==> config.mk <==
export PLATFORM = sky130hd
export DESIGN_NAME = hex_dump_text_to_bytes_flat
export DESIGN_NICKNAME = d
export VERILOG_FILES = /design/src/sv/hdt_pkg.sv /design/src/sv/hdt_if.sv /design/src/sv/hdt_front.sv /design/src/sv/hdt_queue.sv /design/src/sv/hdt_back.sv /design/src/sv/hex_dump_text_to_bytes.sv /design/src/flat_wrapper.sv
export SDC_FILE = /design/constraint.sdc
export NUM_CORES = 1
export LEC_CHECK = 0
export BUFFER_PORTS_ARGS = -buffer_cell sky130_fd_sc_hd__clkbuf_2
export CAP_MARGIN = 20
export CORE_MARGIN = 3
export CORE_UTILIZATION = 45
export CTS_BUF_LIST = sky130_fd_sc_hd__clkbuf_4
export DETAILED_ROUTE_END_ITERATION = 6
export PLACE_DENSITY = 0.63
export SLEW_MARGIN = 5
export SYNTH_ARGS = -nofsm -noshare
export SYNTH_HDL_FRONTEND = slang
export SYNTH_SLANG_ARGS = --single-unit
==> constraint.sdc <==
create_clock -name clk -period 6.04 [get_ports clk]
set_clock_uncertainty 0.2 [all_clocks]
set_input_delay 0.906 -clock clk [delete_from_list [all_inputs] [get_ports clk]]
set_output_delay 0.906 -clock clk [all_outputs]
set_load 0.005 [all_outputs]
==> src/sv/hdt_pkg.sv <==
// ----------------------------------------------------------------------------
// hdt_pkg: shared types and helpers for the hex dump text parser
// Holds the phase and command types, the result kind codes and the
// character classification functions used by the front and back parts.
// ----------------------------------------------------------------------------
`default_nettype none

package hdt_pkg;

  // sizes
  localparam int GROUP_DIGITS = 16;
  localparam int TOTAL_WIDTH  = 48;
  localparam int DIGIT_W      = 5;
  localparam int LEN_W        = 4;
  localparam int BYTE_IDX_W   = 3;
  localparam int QDEPTH       = 4;
  localparam int QPTR_W       = 2;
  localparam int QCNT_W       = 3;

  localparam logic [DIGIT_W-1:0] DIGIT_MAX   = 5'd31;
  localparam logic [DIGIT_W-1:0] DIGIT_ADDR  = 5'd2;
  localparam logic [DIGIT_W-1:0] DIGIT_GROUP = DIGIT_W'(GROUP_DIGITS);

  // result kind codes
  localparam logic [1:0] KIND_DATA    = 2'd0;
  localparam logic [1:0] KIND_SEEK    = 2'd1;
  localparam logic [1:0] KIND_END_OK  = 2'd2;
  localparam logic [1:0] KIND_END_BAD = 2'd3;

  // characters
  localparam logic [7:0] CH_NL    = 8'h0a;
  localparam logic [7:0] CH_SPACE = 8'h20;
  localparam logic [7:0] CH_DASH  = 8'h2d;
  localparam logic [7:0] CH_TAB   = 8'h09;
  localparam logic [7:0] CH_CR    = 8'h0d;

  // line parser phase
  typedef enum logic [2:0] {
    PH_LINE,
    PH_FIRST,
    PH_ADDR_SKIP,
    PH_GROUP,
    PH_AFTER_SEP,
    PH_IGNORE,
    PH_ENDED
  } phase_t;

  // end item request carried by a command
  typedef enum logic [1:0] {
    END_NONE,
    END_OK,
    END_BAD
  } end_t;

  // one queued command: data bytes, a seek, then an optional end item
  typedef struct packed {
    logic [LEN_W-1:0] len;
    logic             seek;
    end_t             endk;
    logic [63:0]      value;
  } cmd_t;

  function automatic logic is_hex(logic [7:0] c);
    is_hex = (c >= 8'h30 && c <= 8'h39) || (c >= 8'h61 && c <= 8'h66) ||
             (c >= 8'h41 && c <= 8'h46);
  endfunction

  function automatic logic [3:0] hex_val(logic [7:0] c);
    logic [7:0] v;
    if (c >= 8'h30 && c <= 8'h39) v = c - 8'h30;
    else if (c >= 8'h61 && c <= 8'h66) v = c - 8'h57;
    else v = c - 8'h37;
    hex_val = v[3:0];
  endfunction

  function automatic logic is_space(logic [7:0] c);
    is_space = (c == CH_SPACE) || (c >= CH_TAB && c <= CH_CR);
  endfunction

endpackage

`default_nettype wire

==> src/sv/hdt_if.sv <==
// ----------------------------------------------------------------------------
// hdt_in_if / hdt_out_if: character and result channels
// Valid/ready channels; a beat moves when valid and ready are both high.
// ----------------------------------------------------------------------------
`default_nettype none

interface hdt_in_if;
  logic       valid;
  logic       ready;
  logic [7:0] ch;
  logic       end_of_input;

  modport source (output valid, output ch, output end_of_input, input ready);
  modport sink   (input valid, input ch, input end_of_input, output ready);
endinterface

interface hdt_out_if;
  logic        valid;
  logic        ready;
  logic [1:0]  kind;
  logic [63:0] value;
  logic        last;

  modport source (output valid, output kind, output value, output last, input ready);
  modport sink   (input valid, input kind, input value, input last, output ready);
endinterface

`default_nettype wire

==> src/sv/hdt_front.sv <==
// ----------------------------------------------------------------------------
// hdt_front: character front end
// Runs the line parser one character per beat and turns each character
// into at most one command for the back end.
// ----------------------------------------------------------------------------
`default_nettype none

module hdt_front (
  input  wire logic           clk,
  input  wire logic           rst_n,
  hdt_in_if.sink              in_ch,
  input  wire logic           cfg_we,
  input  wire logic           cfg_wdata,
  input  wire logic           q_full,
  output      logic           q_push,
  output      hdt_pkg::cmd_t  q_cmd
);

  hdt_pkg::phase_t                  phase_r, phase_nxt;
  logic [63:0]                      token_r, token_nxt;
  logic [hdt_pkg::DIGIT_W-1:0]      digit_cnt_r, digit_cnt_nxt;
  logic                             use_addr_r;

  logic                             fire;
  logic                             hex;
  logic                             space;
  logic                             addr_tok;
  logic [hdt_pkg::DIGIT_W-1:0]      dig;
  logic [63:0]                      mask;
  logic [63:0]                      token_masked;
  logic [hdt_pkg::LEN_W:0]          len_wide;
  hdt_pkg::cmd_t                    cmd;

  assign in_ch.ready = !q_full;
  assign fire        = in_ch.valid && in_ch.ready;
  assign hex         = hdt_pkg::is_hex(in_ch.ch);
  assign space       = hdt_pkg::is_space(in_ch.ch);
  assign addr_tok    = digit_cnt_r > hdt_pkg::DIGIT_ADDR;

  // keep only the last group digits and size the byte run
  always_comb begin
    dig = (digit_cnt_r < hdt_pkg::DIGIT_GROUP) ? digit_cnt_r : hdt_pkg::DIGIT_GROUP;
    for (int k = 0; k < 16; k++) begin
      mask[4*k +: 4] = (hdt_pkg::DIGIT_W'(k) < dig) ? 4'hf : 4'h0;
    end
    token_masked = token_r & mask;
    len_wide     = (hdt_pkg::LEN_W+1)'((dig + hdt_pkg::DIGIT_W'(1)) >> 1);
  end

  // next phase
  always_comb begin
    phase_nxt = phase_r;
    if (in_ch.end_of_input) begin
      phase_nxt = hdt_pkg::PH_ENDED;
    end else begin
      unique case (phase_r)
        hdt_pkg::PH_LINE: begin
          phase_nxt = hex ? hdt_pkg::PH_FIRST : hdt_pkg::PH_ENDED;
        end
        hdt_pkg::PH_FIRST: begin
          if (hex) phase_nxt = hdt_pkg::PH_FIRST;
          else if (in_ch.ch == hdt_pkg::CH_NL) phase_nxt = hdt_pkg::PH_LINE;
          else if (space || in_ch.ch == hdt_pkg::CH_DASH)
            phase_nxt = addr_tok ? hdt_pkg::PH_ADDR_SKIP : hdt_pkg::PH_AFTER_SEP;
          else phase_nxt = hdt_pkg::PH_IGNORE;
        end
        hdt_pkg::PH_ADDR_SKIP: begin
          if (in_ch.ch == hdt_pkg::CH_NL) phase_nxt = hdt_pkg::PH_LINE;
          else if (space) phase_nxt = hdt_pkg::PH_ADDR_SKIP;
          else if (hex) phase_nxt = hdt_pkg::PH_GROUP;
          else phase_nxt = hdt_pkg::PH_IGNORE;
        end
        hdt_pkg::PH_GROUP: begin
          if (hex) phase_nxt = hdt_pkg::PH_GROUP;
          else if (in_ch.ch == hdt_pkg::CH_NL) phase_nxt = hdt_pkg::PH_LINE;
          else if (space || in_ch.ch == hdt_pkg::CH_DASH) phase_nxt = hdt_pkg::PH_AFTER_SEP;
          else phase_nxt = hdt_pkg::PH_IGNORE;
        end
        hdt_pkg::PH_AFTER_SEP: begin
          if (hex) phase_nxt = hdt_pkg::PH_GROUP;
          else if (in_ch.ch == hdt_pkg::CH_NL) phase_nxt = hdt_pkg::PH_LINE;
          else phase_nxt = hdt_pkg::PH_IGNORE;
        end
        hdt_pkg::PH_IGNORE: begin
          if (in_ch.ch == hdt_pkg::CH_NL) phase_nxt = hdt_pkg::PH_LINE;
        end
        hdt_pkg::PH_ENDED: begin
          phase_nxt = hdt_pkg::PH_ENDED;
        end
        default: phase_nxt = hdt_pkg::PH_LINE;
      endcase
    end
    if (phase_r == hdt_pkg::PH_ENDED) phase_nxt = hdt_pkg::PH_ENDED;
  end

  // token accumulation
  always_comb begin
    token_nxt     = token_r;
    digit_cnt_nxt = digit_cnt_r;
    if (!in_ch.end_of_input && hex) begin
      unique case (phase_r)
        hdt_pkg::PH_LINE, hdt_pkg::PH_ADDR_SKIP, hdt_pkg::PH_AFTER_SEP: begin
          token_nxt     = {60'd0, hdt_pkg::hex_val(in_ch.ch)};
          digit_cnt_nxt = hdt_pkg::DIGIT_W'(1);
        end
        hdt_pkg::PH_FIRST, hdt_pkg::PH_GROUP: begin
          token_nxt = {token_r[59:0], hdt_pkg::hex_val(in_ch.ch)};
          if (digit_cnt_r < hdt_pkg::DIGIT_MAX)
            digit_cnt_nxt = digit_cnt_r + hdt_pkg::DIGIT_W'(1);
        end
        default: begin
          token_nxt     = token_r;
          digit_cnt_nxt = digit_cnt_r;
        end
      endcase
    end
  end

  // command toward the back end
  always_comb begin
    cmd.len   = '0;
    cmd.seek  = 1'b0;
    cmd.endk  = hdt_pkg::END_NONE;
    cmd.value = token_r;
    if (phase_r != hdt_pkg::PH_ENDED) begin
      if (in_ch.end_of_input) begin
        cmd.endk = hdt_pkg::END_OK;
        if (phase_r == hdt_pkg::PH_FIRST) begin
          if (addr_tok) cmd.seek = use_addr_r;
          else cmd.len = len_wide[hdt_pkg::LEN_W-1:0];
        end else if (phase_r == hdt_pkg::PH_GROUP) begin
          cmd.len = len_wide[hdt_pkg::LEN_W-1:0];
        end
      end else if (!hex) begin
        if (phase_r == hdt_pkg::PH_LINE) begin
          cmd.endk = hdt_pkg::END_BAD;
        end else if (phase_r == hdt_pkg::PH_FIRST) begin
          if (addr_tok) cmd.seek = use_addr_r;
          else cmd.len = len_wide[hdt_pkg::LEN_W-1:0];
        end else if (phase_r == hdt_pkg::PH_GROUP) begin
          cmd.len = len_wide[hdt_pkg::LEN_W-1:0];
        end
      end
    end
    if (cmd.len != '0) cmd.value = token_masked;
  end

  assign q_cmd  = cmd;
  assign q_push = fire && (cmd.len != '0 || cmd.seek || cmd.endk != hdt_pkg::END_NONE);

  // parser state
  always_ff @(posedge clk) begin
    if (!rst_n) begin
      phase_r     <= hdt_pkg::PH_LINE;
      token_r     <= '0;
      digit_cnt_r <= '0;
    end else if (fire) begin
      phase_r     <= phase_nxt;
      token_r     <= token_nxt;
      digit_cnt_r <= digit_cnt_nxt;
    end
  end

  // address option register
  always_ff @(posedge clk) begin
    if (!rst_n) use_addr_r <= 1'b0;
    else if (cfg_we) use_addr_r <= cfg_wdata;
  end

endmodule

`default_nettype wire

==> src/sv/hdt_queue.sv <==
// ----------------------------------------------------------------------------
// hdt_queue: command queue
// Short register queue between the front and back parts.
// ----------------------------------------------------------------------------
`default_nettype none

module hdt_queue (
  input  wire logic           clk,
  input  wire logic           rst_n,
  input  wire logic           push,
  input  wire hdt_pkg::cmd_t  push_cmd,
  input  wire logic           pop,
  output      hdt_pkg::cmd_t  head,
  output      logic           full,
  output      logic           empty
);

  hdt_pkg::cmd_t                   mem_r [hdt_pkg::QDEPTH];
  logic [hdt_pkg::QPTR_W-1:0]      wr_ptr_r;
  logic [hdt_pkg::QPTR_W-1:0]      rd_ptr_r;
  logic [hdt_pkg::QCNT_W-1:0]      count_r;
  logic                            do_push;
  logic                            do_pop;

  assign full    = count_r == hdt_pkg::QCNT_W'(hdt_pkg::QDEPTH);
  assign empty   = count_r == '0;
  assign head    = mem_r[rd_ptr_r];
  assign do_push = push && !full;
  assign do_pop  = pop && !empty;

  // storage
  always_ff @(posedge clk) begin
    if (do_push) mem_r[wr_ptr_r] <= push_cmd;
  end

  // pointers and fill level
  always_ff @(posedge clk) begin
    if (!rst_n) begin
      wr_ptr_r <= '0;
      rd_ptr_r <= '0;
      count_r  <= '0;
    end else begin
      if (do_push) wr_ptr_r <= wr_ptr_r + hdt_pkg::QPTR_W'(1);
      if (do_pop) rd_ptr_r <= rd_ptr_r + hdt_pkg::QPTR_W'(1);
      if (do_push && !do_pop) count_r <= count_r + hdt_pkg::QCNT_W'(1);
      else if (do_pop && !do_push) count_r <= count_r - hdt_pkg::QCNT_W'(1);
    end
  end

endmodule

`default_nettype wire

==> src/sv/hdt_back.sv <==
// ----------------------------------------------------------------------------
// hdt_back: result back end
// Expands one command into data bytes, a seek and an end item, one beat per
// cycle unless stalled, keeps the byte total and drives the output register.
// ----------------------------------------------------------------------------
`default_nettype none

module hdt_back (
  input  wire logic           clk,
  input  wire logic           rst_n,
  input  wire hdt_pkg::cmd_t  head,
  input  wire logic           empty,
  output      logic           pop,
  hdt_out_if.source           out_ch
);

  logic [hdt_pkg::LEN_W-1:0]       cnt_r;
  logic                            seek_r;
  hdt_pkg::end_t                   endk_r;
  logic [63:0]                     val_r;
  logic [hdt_pkg::TOTAL_WIDTH-1:0] total_r;
  logic                            out_valid_r;
  logic [1:0]                      out_kind_r;
  logic [63:0]                     out_value_r;
  logic                            out_last_r;

  logic                            busy;
  logic                            emit_ok;
  logic                            item_last;
  logic [1:0]                      item_kind;
  logic [63:0]                     item_value;
  logic [hdt_pkg::LEN_W-1:0]       cnt_m1;
  logic [hdt_pkg::BYTE_IDX_W-1:0]  byte_idx;
  logic [hdt_pkg::TOTAL_WIDTH:0]   total_sum;
  logic                            load;

  assign busy     = cnt_r != '0 || seek_r || endk_r != hdt_pkg::END_NONE;
  assign emit_ok  = !out_valid_r || out_ch.ready;
  assign cnt_m1   = cnt_r - hdt_pkg::LEN_W'(1);
  assign byte_idx = cnt_m1[hdt_pkg::BYTE_IDX_W-1:0];

  // current result item
  always_comb begin
    item_kind  = hdt_pkg::KIND_DATA;
    item_value = 64'(val_r[8*byte_idx +: 8]);
    item_last  = 1'b0;
    if (cnt_r != '0) begin
      item_last = (cnt_r == hdt_pkg::LEN_W'(1)) && (endk_r == hdt_pkg::END_NONE);
    end else if (seek_r) begin
      item_kind  = hdt_pkg::KIND_SEEK;
      item_value = val_r;
      item_last  = endk_r == hdt_pkg::END_NONE;
    end else begin
      item_kind  = (endk_r == hdt_pkg::END_BAD && total_r != '0) ?
                   hdt_pkg::KIND_END_BAD : hdt_pkg::KIND_END_OK;
      item_value = 64'(total_r);
      item_last  = 1'b1;
    end
  end

  // take the next command when the current one is done or leaving now
  assign load      = !empty && (!busy || (emit_ok && item_last));
  assign pop       = load;
  assign total_sum = {1'b0, total_r} + (hdt_pkg::TOTAL_WIDTH + 1)'(head.len);

  // command expansion
  always_ff @(posedge clk) begin
    if (!rst_n) begin
      cnt_r   <= '0;
      seek_r  <= 1'b0;
      endk_r  <= hdt_pkg::END_NONE;
      total_r <= '0;
    end else if (load) begin
      cnt_r  <= head.len;
      seek_r <= head.seek;
      endk_r <= head.endk;
      if (total_sum[hdt_pkg::TOTAL_WIDTH]) total_r <= '1;
      else total_r <= total_sum[hdt_pkg::TOTAL_WIDTH-1:0];
    end else if (busy && emit_ok) begin
      if (cnt_r != '0) cnt_r <= cnt_m1;
      else if (seek_r) seek_r <= 1'b0;
      else endk_r <= hdt_pkg::END_NONE;
    end
  end

  always_ff @(posedge clk) begin
    if (load) val_r <= head.value;
  end

  // output register
  always_ff @(posedge clk) begin
    if (!rst_n) out_valid_r <= 1'b0;
    else if (emit_ok) out_valid_r <= busy;
  end

  always_ff @(posedge clk) begin
    if (emit_ok && busy) begin
      out_kind_r  <= item_kind;
      out_value_r <= item_value;
      out_last_r  <= item_last;
    end
  end

  assign out_ch.valid = out_valid_r;
  assign out_ch.kind  = out_kind_r;
  assign out_ch.value = out_value_r;
  assign out_ch.last  = out_last_r;

endmodule

`default_nettype wire

==> src/sv/hex_dump_text_to_bytes.sv <==
// A result item passes the command queue, the back end command registers and the output
// register; later items of the same character follow one per cycle while the output is
// ready. The front end takes one character per cycle while the four-entry command queue
// has room; the back end gives one result item per cycle while the output is ready, and
// a group of n digits gives ceil(n/2) data bytes, at most eight. Synchronous active-low
// reset clears the parser, byte total and queue; the address option resets to off.
// ----------------------------------------------------------------------------
// hex_dump_text_to_bytes: hex dump text parser top level
// Front end parses characters into commands, a queue decouples it from
// the back end that emits data bytes, seeks and the end item.
// ----------------------------------------------------------------------------
`default_nettype none

module hex_dump_text_to_bytes (
  input  wire logic clk,
  input  wire logic rst_n,
  hdt_in_if.sink    in_ch,
  hdt_out_if.source out_ch,
  input  wire logic cfg_we,
  input  wire logic cfg_wdata
);

  hdt_pkg::cmd_t push_cmd;
  hdt_pkg::cmd_t head;
  logic          push;
  logic          pop;
  logic          full;
  logic          empty;

  // character parser
  hdt_front u_front (
    .clk       (clk),
    .rst_n     (rst_n),
    .in_ch     (in_ch),
    .cfg_we    (cfg_we),
    .cfg_wdata (cfg_wdata),
    .q_full    (full),
    .q_push    (push),
    .q_cmd     (push_cmd)
  );

  // command queue
  hdt_queue u_queue (
    .clk      (clk),
    .rst_n    (rst_n),
    .push     (push),
    .push_cmd (push_cmd),
    .pop      (pop),
    .head     (head),
    .full     (full),
    .empty    (empty)
  );

  // result generator
  hdt_back u_back (
    .clk    (clk),
    .rst_n  (rst_n),
    .head   (head),
    .empty  (empty),
    .pop    (pop),
    .out_ch (out_ch)
  );

endmodule

`default_nettype wire
==> src/flat_wrapper.sv <==
// flat-port wrapper written by rule: the top's interface ports become plain ports
module hex_dump_text_to_bytes_flat 
  (clk, rst_n, cfg_we, cfg_wdata, in_ch_valid, in_ch_ch, in_ch_end_of_input, in_ch_ready, out_ch_valid, out_ch_kind, out_ch_value, out_ch_last, out_ch_ready);
  hdt_in_if in_ch_i ();
  hdt_out_if out_ch_i ();
  input  wire logic clk;
  input  wire logic rst_n;
  input  wire logic cfg_we;
  input  wire logic cfg_wdata;
  input wire logic [$bits(in_ch_i.valid)-1:0] in_ch_valid;
  input wire logic [$bits(in_ch_i.ch)-1:0] in_ch_ch;
  input wire logic [$bits(in_ch_i.end_of_input)-1:0] in_ch_end_of_input;
  output wire logic [$bits(in_ch_i.ready)-1:0] in_ch_ready;
  output wire logic [$bits(out_ch_i.valid)-1:0] out_ch_valid;
  output wire logic [$bits(out_ch_i.kind)-1:0] out_ch_kind;
  output wire logic [$bits(out_ch_i.value)-1:0] out_ch_value;
  output wire logic [$bits(out_ch_i.last)-1:0] out_ch_last;
  input wire logic [$bits(out_ch_i.ready)-1:0] out_ch_ready;
  assign in_ch_i.valid = in_ch_valid;
  assign in_ch_i.ch = in_ch_ch;
  assign in_ch_i.end_of_input = in_ch_end_of_input;
  assign in_ch_ready = in_ch_i.ready;
  assign out_ch_valid = out_ch_i.valid;
  assign out_ch_kind = out_ch_i.kind;
  assign out_ch_value = out_ch_i.value;
  assign out_ch_last = out_ch_i.last;
  assign out_ch_i.ready = out_ch_ready;
  hex_dump_text_to_bytes u_core (.clk(clk), .rst_n(rst_n), .in_ch(in_ch_i), .out_ch(out_ch_i), .cfg_we(cfg_we), .cfg_wdata(cfg_wdata));
endmodule
# After elaboration in Yosys (flattened, before gate mapping)
# Memories as Yosys holds them, arrays and structs flattened. A register that Yosys moved wholly into a read port is not among the register bits.
# Cells that the tools add are included.
dict set report totals {
  register_bits 267
  ram_bits 284
  inputBits 15
  out_inout_bits 69
  word_cells 206
  memories 1
}
dict set report op_classes {
  addsub 11
  magnitude_cmp 27
  n_eq_ne 17
  shift 1
  mux 73
  n_bitwise 2
  n_reduce_logical 55
}
# memory words word_bits rd rd_ports_with_merged_regs write_ports line_no
set mem_list {}
lappend mem_list {u_core.u_queue.mem_r 4 71 1 1 1 hdt_queue.sv:18} ;# hdt_pkg::cmd_t mem_r [hdt_pkg::QDEPTH];
# operator count
set op_table {}
lappend op_table {{$pmux W64 S2} 1}
lappend op_table {{$mux W4} 24}
lappend op_table {{$mux W48} 2}
lappend op_table {{$and A64 B64 Y64} 1}
lappend op_table {{$mux W64} 1}
lappend op_table {{$shiftx A64 B7 Y8} 1}
lappend op_table {{$mux W3} 17}
lappend op_table {{$add A48 B4 Y49} 1}
lappend op_table {{$reduce_bool A48 Y1} 1}
lappend op_table {{$lt A4 B5 Y1 const A} 8}
lappend op_table {{$mux W7} 3}
lappend op_table {{$lt A3 B5 Y1 const A} 4}
lappend op_table {{$pmux W3 S6} 1}
lappend op_table {{$eq A8 B6 Y1 const B} 2}
lappend op_table {{$ge A8 B7 Y1 const B} 2}
lappend op_table {{$le A8 B7 Y1 const B} 2}
lappend op_table {{$logic_and A1 B1 Y1} 16}
lappend op_table {{$mux W5} 3}
lappend op_table {{$mux W2} 7}
lappend op_table {{$eq A3 B3 Y1 const B} 4}
lappend op_table {{$mux W1} 12}
lappend op_table {{$reduce_bool A2 Y1} 6}
lappend op_table {{$add A5 B1 Y5 const B} 2}
lappend op_table {{$logic_or A1 B1 Y1} 10}
lappend op_table {{34 further kinds} 55}

# Logic depth before layout (Yosys ltp)
dict set report logic_depth {
  word_depth 18
  mapped_depth 14
  depth_no_buf 13
}

# Cells and area by module
# From an unflattened synthesis, not the netlist that was laid out.
dict set report hier_totals {
  hier_cells 1621
  hier_area_um2 23497.5
}
# module instances cells_each area_each_um2 seq_area_each_um2
set by_module_without_submodules {}
lappend by_module_without_submodules {hdt_queue 1 419 10800.4 8708.4}
lappend by_module_without_submodules {hdt_back 1 651 8398.1 5054.8}
lappend by_module_without_submodules {hdt_front 1 551 4299.1 1461.4}

# Least setup slack after synthesis
# No wires, ideal clock.
dict set report synth_timing {
  kind {flip-flop to flip-flop}
  start {register u_core.u_back.cnt_r[0] in the netlist's numbering}
  end {register u_core.u_back.endk_r[0]}
  setup_time_ps 128
  t_arrival_ps 5344
  t_required_ps 5712
  slack_ps 368
  stages_incl_launch_ff 11
  n_path_buf 2
  period_less_slack_ps 5672
  path_cell_list {dfxtp_1 > clkbuf_1 > buf_2 > inv_1 > ha_1 > nor4b_2 > and2_1 > nor2_1 > a21oi_1 > a22oi_1 > nor2_1}
}
dict set report synth_between {
  elab_chain_cells 8
  word_cells_on_any_way 16
  classes_between {eq/ne (3); mux (2); reduce/logical (11)}
}
# item line_no
set synth_rtl {}
lappend synth_rtl {{start, declared} hdt_back.sv:17} ;# logic [hdt_pkg::LEN_W-1:0] cnt_r;
lappend synth_rtl {{start signal, assigned} hdt_back.sv:74} ;# cnt_r <= head.len;
lappend synth_rtl {{start signal, assigned} hdt_back.sv:80} ;# if (cnt_r != '0) cnt_r <= cnt_m1;
lappend synth_rtl {{$eq A4 B1 Y1 / $reduce_bool A4 Y1 (equally long branches)} --}
lappend synth_rtl {{$logic_and A1 B1 Y1 / $logic_or A1 B1 Y1 (equally long branches)} {hdt_back.sv:48, hdt_back.sv:37}}
lappend synth_rtl {{$mux W1 / $logic_or A1 B1 Y1 (equally long branches)} {hdt_back.sv:47, hdt_back.sv:37}}
lappend synth_rtl {{$logic_and A1 B1 Y1 / $logic_not A1 Y1 (equally long branches)} hdt_back.sv:62} ;# assign load = !empty && (!busy || (emit_ok && item_last));
lappend synth_rtl {{$logic_or A1 B1 Y1} hdt_back.sv:62}
lappend synth_rtl {{$logic_and A1 B1 Y1} hdt_back.sv:62}
lappend synth_rtl {{$ne A2 B1 Y1 (no line) / $reduce_bool A2 Y1 (equally long branches)} --}
lappend synth_rtl {{$reduce_and A3 Y1 (no line)} --}
lappend synth_rtl {{end signal, assigned} hdt_back.sv:71} ;# endk_r <= hdt_pkg::END_NONE;
lappend synth_rtl {{end signal, assigned} hdt_back.sv:76} ;# endk_r <= head.endk;
lappend synth_rtl {{end signal, assigned} hdt_back.sv:82} ;# else endk_r <= hdt_pkg::END_NONE;
lappend synth_rtl {{end, declared} hdt_back.sv:19} ;# hdt_pkg::end_t endk_r;
# Several ways; a longest one is shown, not always the timed one.
# A chain may end at the register's enable or synchronous reset.

==> results.yml <==
routing:
  routed_wl_um: 52300
  route.detailed.drc: 0
  vias: 14300
  firstDrtPassIters: 5
  vias_per_cell: 5.58
  ant_nets: 0
  wl_per_cell_um: 20.4
  drt_iter0_markers: 1191
timing:
  slew_headroom_pct: 26.5
  worst-slew-pin-transition_ps: 1090
  layout_min_cycle_time_ps: 4240
  max_freq_ghz: 0.236
  rsz0062_at_grt: "no"
  finalSetupTns_ps: 0
  slew_violations: 0
  fin_crit_sh_pct: 70.2
  setup_viol: 0
  hold_viol_final: 0
  hold_slack_ps: 169
global_route:
  antenna_found_initial: 1
  grt_pass1_vias: 14400
  track_usage_pct: 19.6
  grt_max_degree: 76
  grt_pass1_wl_um: 81600
  grt.overflow.total: 0
critical_path:
  regToRegEndpoint: "u_core.u_back.total_r[45]"
  reg2reg_slack_ps: 1800
  path_class: "flop to flop"
  cp_max_fo: 25
  critPathRequiredTime_ps: 6490
  critPathCaptureType: "flop"
  ff2ff_path_depth: 9
  crit_path_start_kind: "flop"
  arrival_ps: 4690
cts:
  cts-root-buf: "clkbuf_4"
  numCtsBuffers: 136
  path_clk_slew_ps: 70
  cts_tree: "done"
  max-clock-path-buffers: 3
  ctsResizeCount: 0
  cts_setup_buffers: 0
  htreeDepth: 4
  cts_hold_buf: 0
  clk_latency_ps: 830
  cts.sinks: 553
logic_synthesis:
  synth.top_cell.area_share_pct: 53.7
  synth_commonest_cells: "edfxtp_1, dfxtp_1, a21oi_1"
  syn_nets: 1675
  synthXorXnorAreaFrac_pct: 1.92
  synth_top_family_by_area: "simple AND/OR/NAND/NOR gates"
  synthFlopType: "edfxtp_1"
  yosysMostFrequentCell: "edfxtp_1"
  synth_edf_count: 415
  synthSimpleGateAreaFrac_pct: 11.1
  syn_area_sq_um: 23200
  ys_ff_latch: 553
  async_flop_share_pct: 0
  synth_compound_gate_area_share_pct: 7.00
  yosysWarnings: 0
  yosys.area.top_type: "edfxtp_1"
  ys_seq_area_share_pct: 65.6
  synthAdderAreaFrac_pct: 1.14
  syn_avg_cell_area_sq_um: 14.2
  yosysUniqueCellTypes: 77
  synthCells: 1640
  yosys-top-cells-area: "edfxtp_1, dfxtp_1, mux4_2"
  synthMuxAreaShare_pct: 10.7
worst_hold_path:
  worstHoldPathCells: 3
  hold_path_end: "u_core.u_front.use_addr_r"
  hold_class: "primary input to flop"
  worst_hold_startpoint: "cfg_wdata"
layout:
  design_area_sq_um: 26100
  areaGrowthSynthToFinish_pct: 12.3
  nNetsFinal: 1815
  drive_gt1_share_pct: 24.7
  postLayoutCoreUtil_pct: 51.6
  fillers: 4243
place:
  place_congestion: 0.918
  place_area_sq_um: 24200
  place_hpwl_um: 34400
  port_buffers: 83
die:
  die_h_um: 233
  ioPinCount: 84
  start_util_pct: 45.9
  die_area_sq_um: 54300
  rows: 82
  coreArea_sq_um: 50600
  die_w_um: 233
run:
  drv_cap: 0
pwr:
  peakVddDrop_mv: 0.315
  power_leakage_nw: 8.66
  p_per_area_nw_per_um2: 438
  power_mw: 11.4
outcome:
  status: "finished, final reports clean"
-- power breakdown --
group | switching, mW | total, mW | internal [mW]
Sequential | 0.476 | 5.53 | 5.05
Clock | 1.42 | 3.15 | 1.73
Combinational | 1.65 | 2.75 | 1.10
Total | 3.55 | 11.4 | 7.88
-- cell type report --
| class | count | area, sq um | area share [%] |
|---|---|---|---|
| Clock inverter | 33 | 181 | 0.696 |
| Inverter | 27 | 103 | 0.393 |
| Clock buffer | 219 | 1640 | 6.30 |
| Antenna cell | 1 | 2.50 | 0.00960 |
| Multi-Input combinational cell | 953 | 7440 | 28.5 |
| Tap cell | 672 | 841 | 3.22 |
| Timing Repair Buffer | 109 | 631 | 2.42 |
| Sequential cell | 553 | 15200 | 58.4 |
-- critical path: stages, from the launching register on --
cell and delay (ps):
dfxtp_2 750, buf_4 410, mux4_2 430, ha_1 370, nand2_1 60, o21ai_0 690, nand3_2 400, nor4_1 500
xnor2_1 160, o21ai_0 80
-- stage by stage --
step           instances  setup slack [ps]
6_report            2567              1800
5_1_grt             2567              1580
4_1_cts             2565              1800
3_5_place_dp        2313              1390
3_3_place_gp        2313              1510
2_1_floorplan       1640               368
-- kinds of logic (layout without fill, tap and decap cells) --
family	Yosys count	count (layout)
other	0	1
buffers and inverters	134	388
AOI/OAI and AO/OA	254	254
xor gates and xnor gates	51	51
and+or+nand+nor	489	489
adders and majority gates	20	20
DFF	553	553
muxes	139	139
-- metal layers --
metal  vias up  wire length (um)  track usage [%]
met5         -                 0                0
met4         0              2010             9.78
met3       109              2840             3.38
met2       531             24100             29.8
met1      7017             23400             27.3
li1       6656                 -                -
-- cell usage in the layout, fill, tap and decap left out, drive strengths merged, types with 23 or more instances in the layout --
cell type	n
edfxtp	415
clkbuf	302
dfxtp	138
a21oi	114
nand2	112
mux4	87
nor2	86
nand3	80
mux2i	52
xnor2	41
nor2b	36
o21ai	36
nor4	35
inv	31
nor3	28
clkinv	27
a21boi	26
buf	26
and2	26
and3	23
-- registers in the layout (all words and copies together), names as in the netlist, named ones only --
register / count
u_core.u_queue.mem_r: 284
u_core.u_back.out_ch.value: 64
u_core.u_back.val_r: 64
u_core.u_front.token_r: 64
u_core.u_back.total_r: 48
u_core.u_front.digit_cnt_r: 5
u_core.u_back.cnt_r: 4
u_core.u_front.phase_r: 3
u_core.u_queue.count_r: 3
u_core.u_back.endk_r: 2
u_core.u_back.out_ch.kind: 2
u_core.u_queue.rd_ptr_r: 2
u_core.u_queue.wr_ptr_r: 2
u_core.u_back.out_ch.last: 1
u_core.u_back.out_ch.valid: 1
u_core.u_back.seek_r: 1
u_core.u_front.use_addr_r: 1
-- worst max path at each step --
stage	end	slack, ps	depth (start not counted)
after global placement	u_core.u_queue.mem_r[0][9]	1510	9
after CTS	u_core.u_back.total_r[37]	1800	9
after detailed placement	u_core.u_queue.mem_r[0][8]	1390	9
after global routing	u_core.u_back.total_r[45]	1580	9
after floorplan	u_core.u_back.endk_r[0]	370	10
final	u_core.u_back.total_r[45]	1800	9
Note: power is estimated with default switching activity, not from simulation.
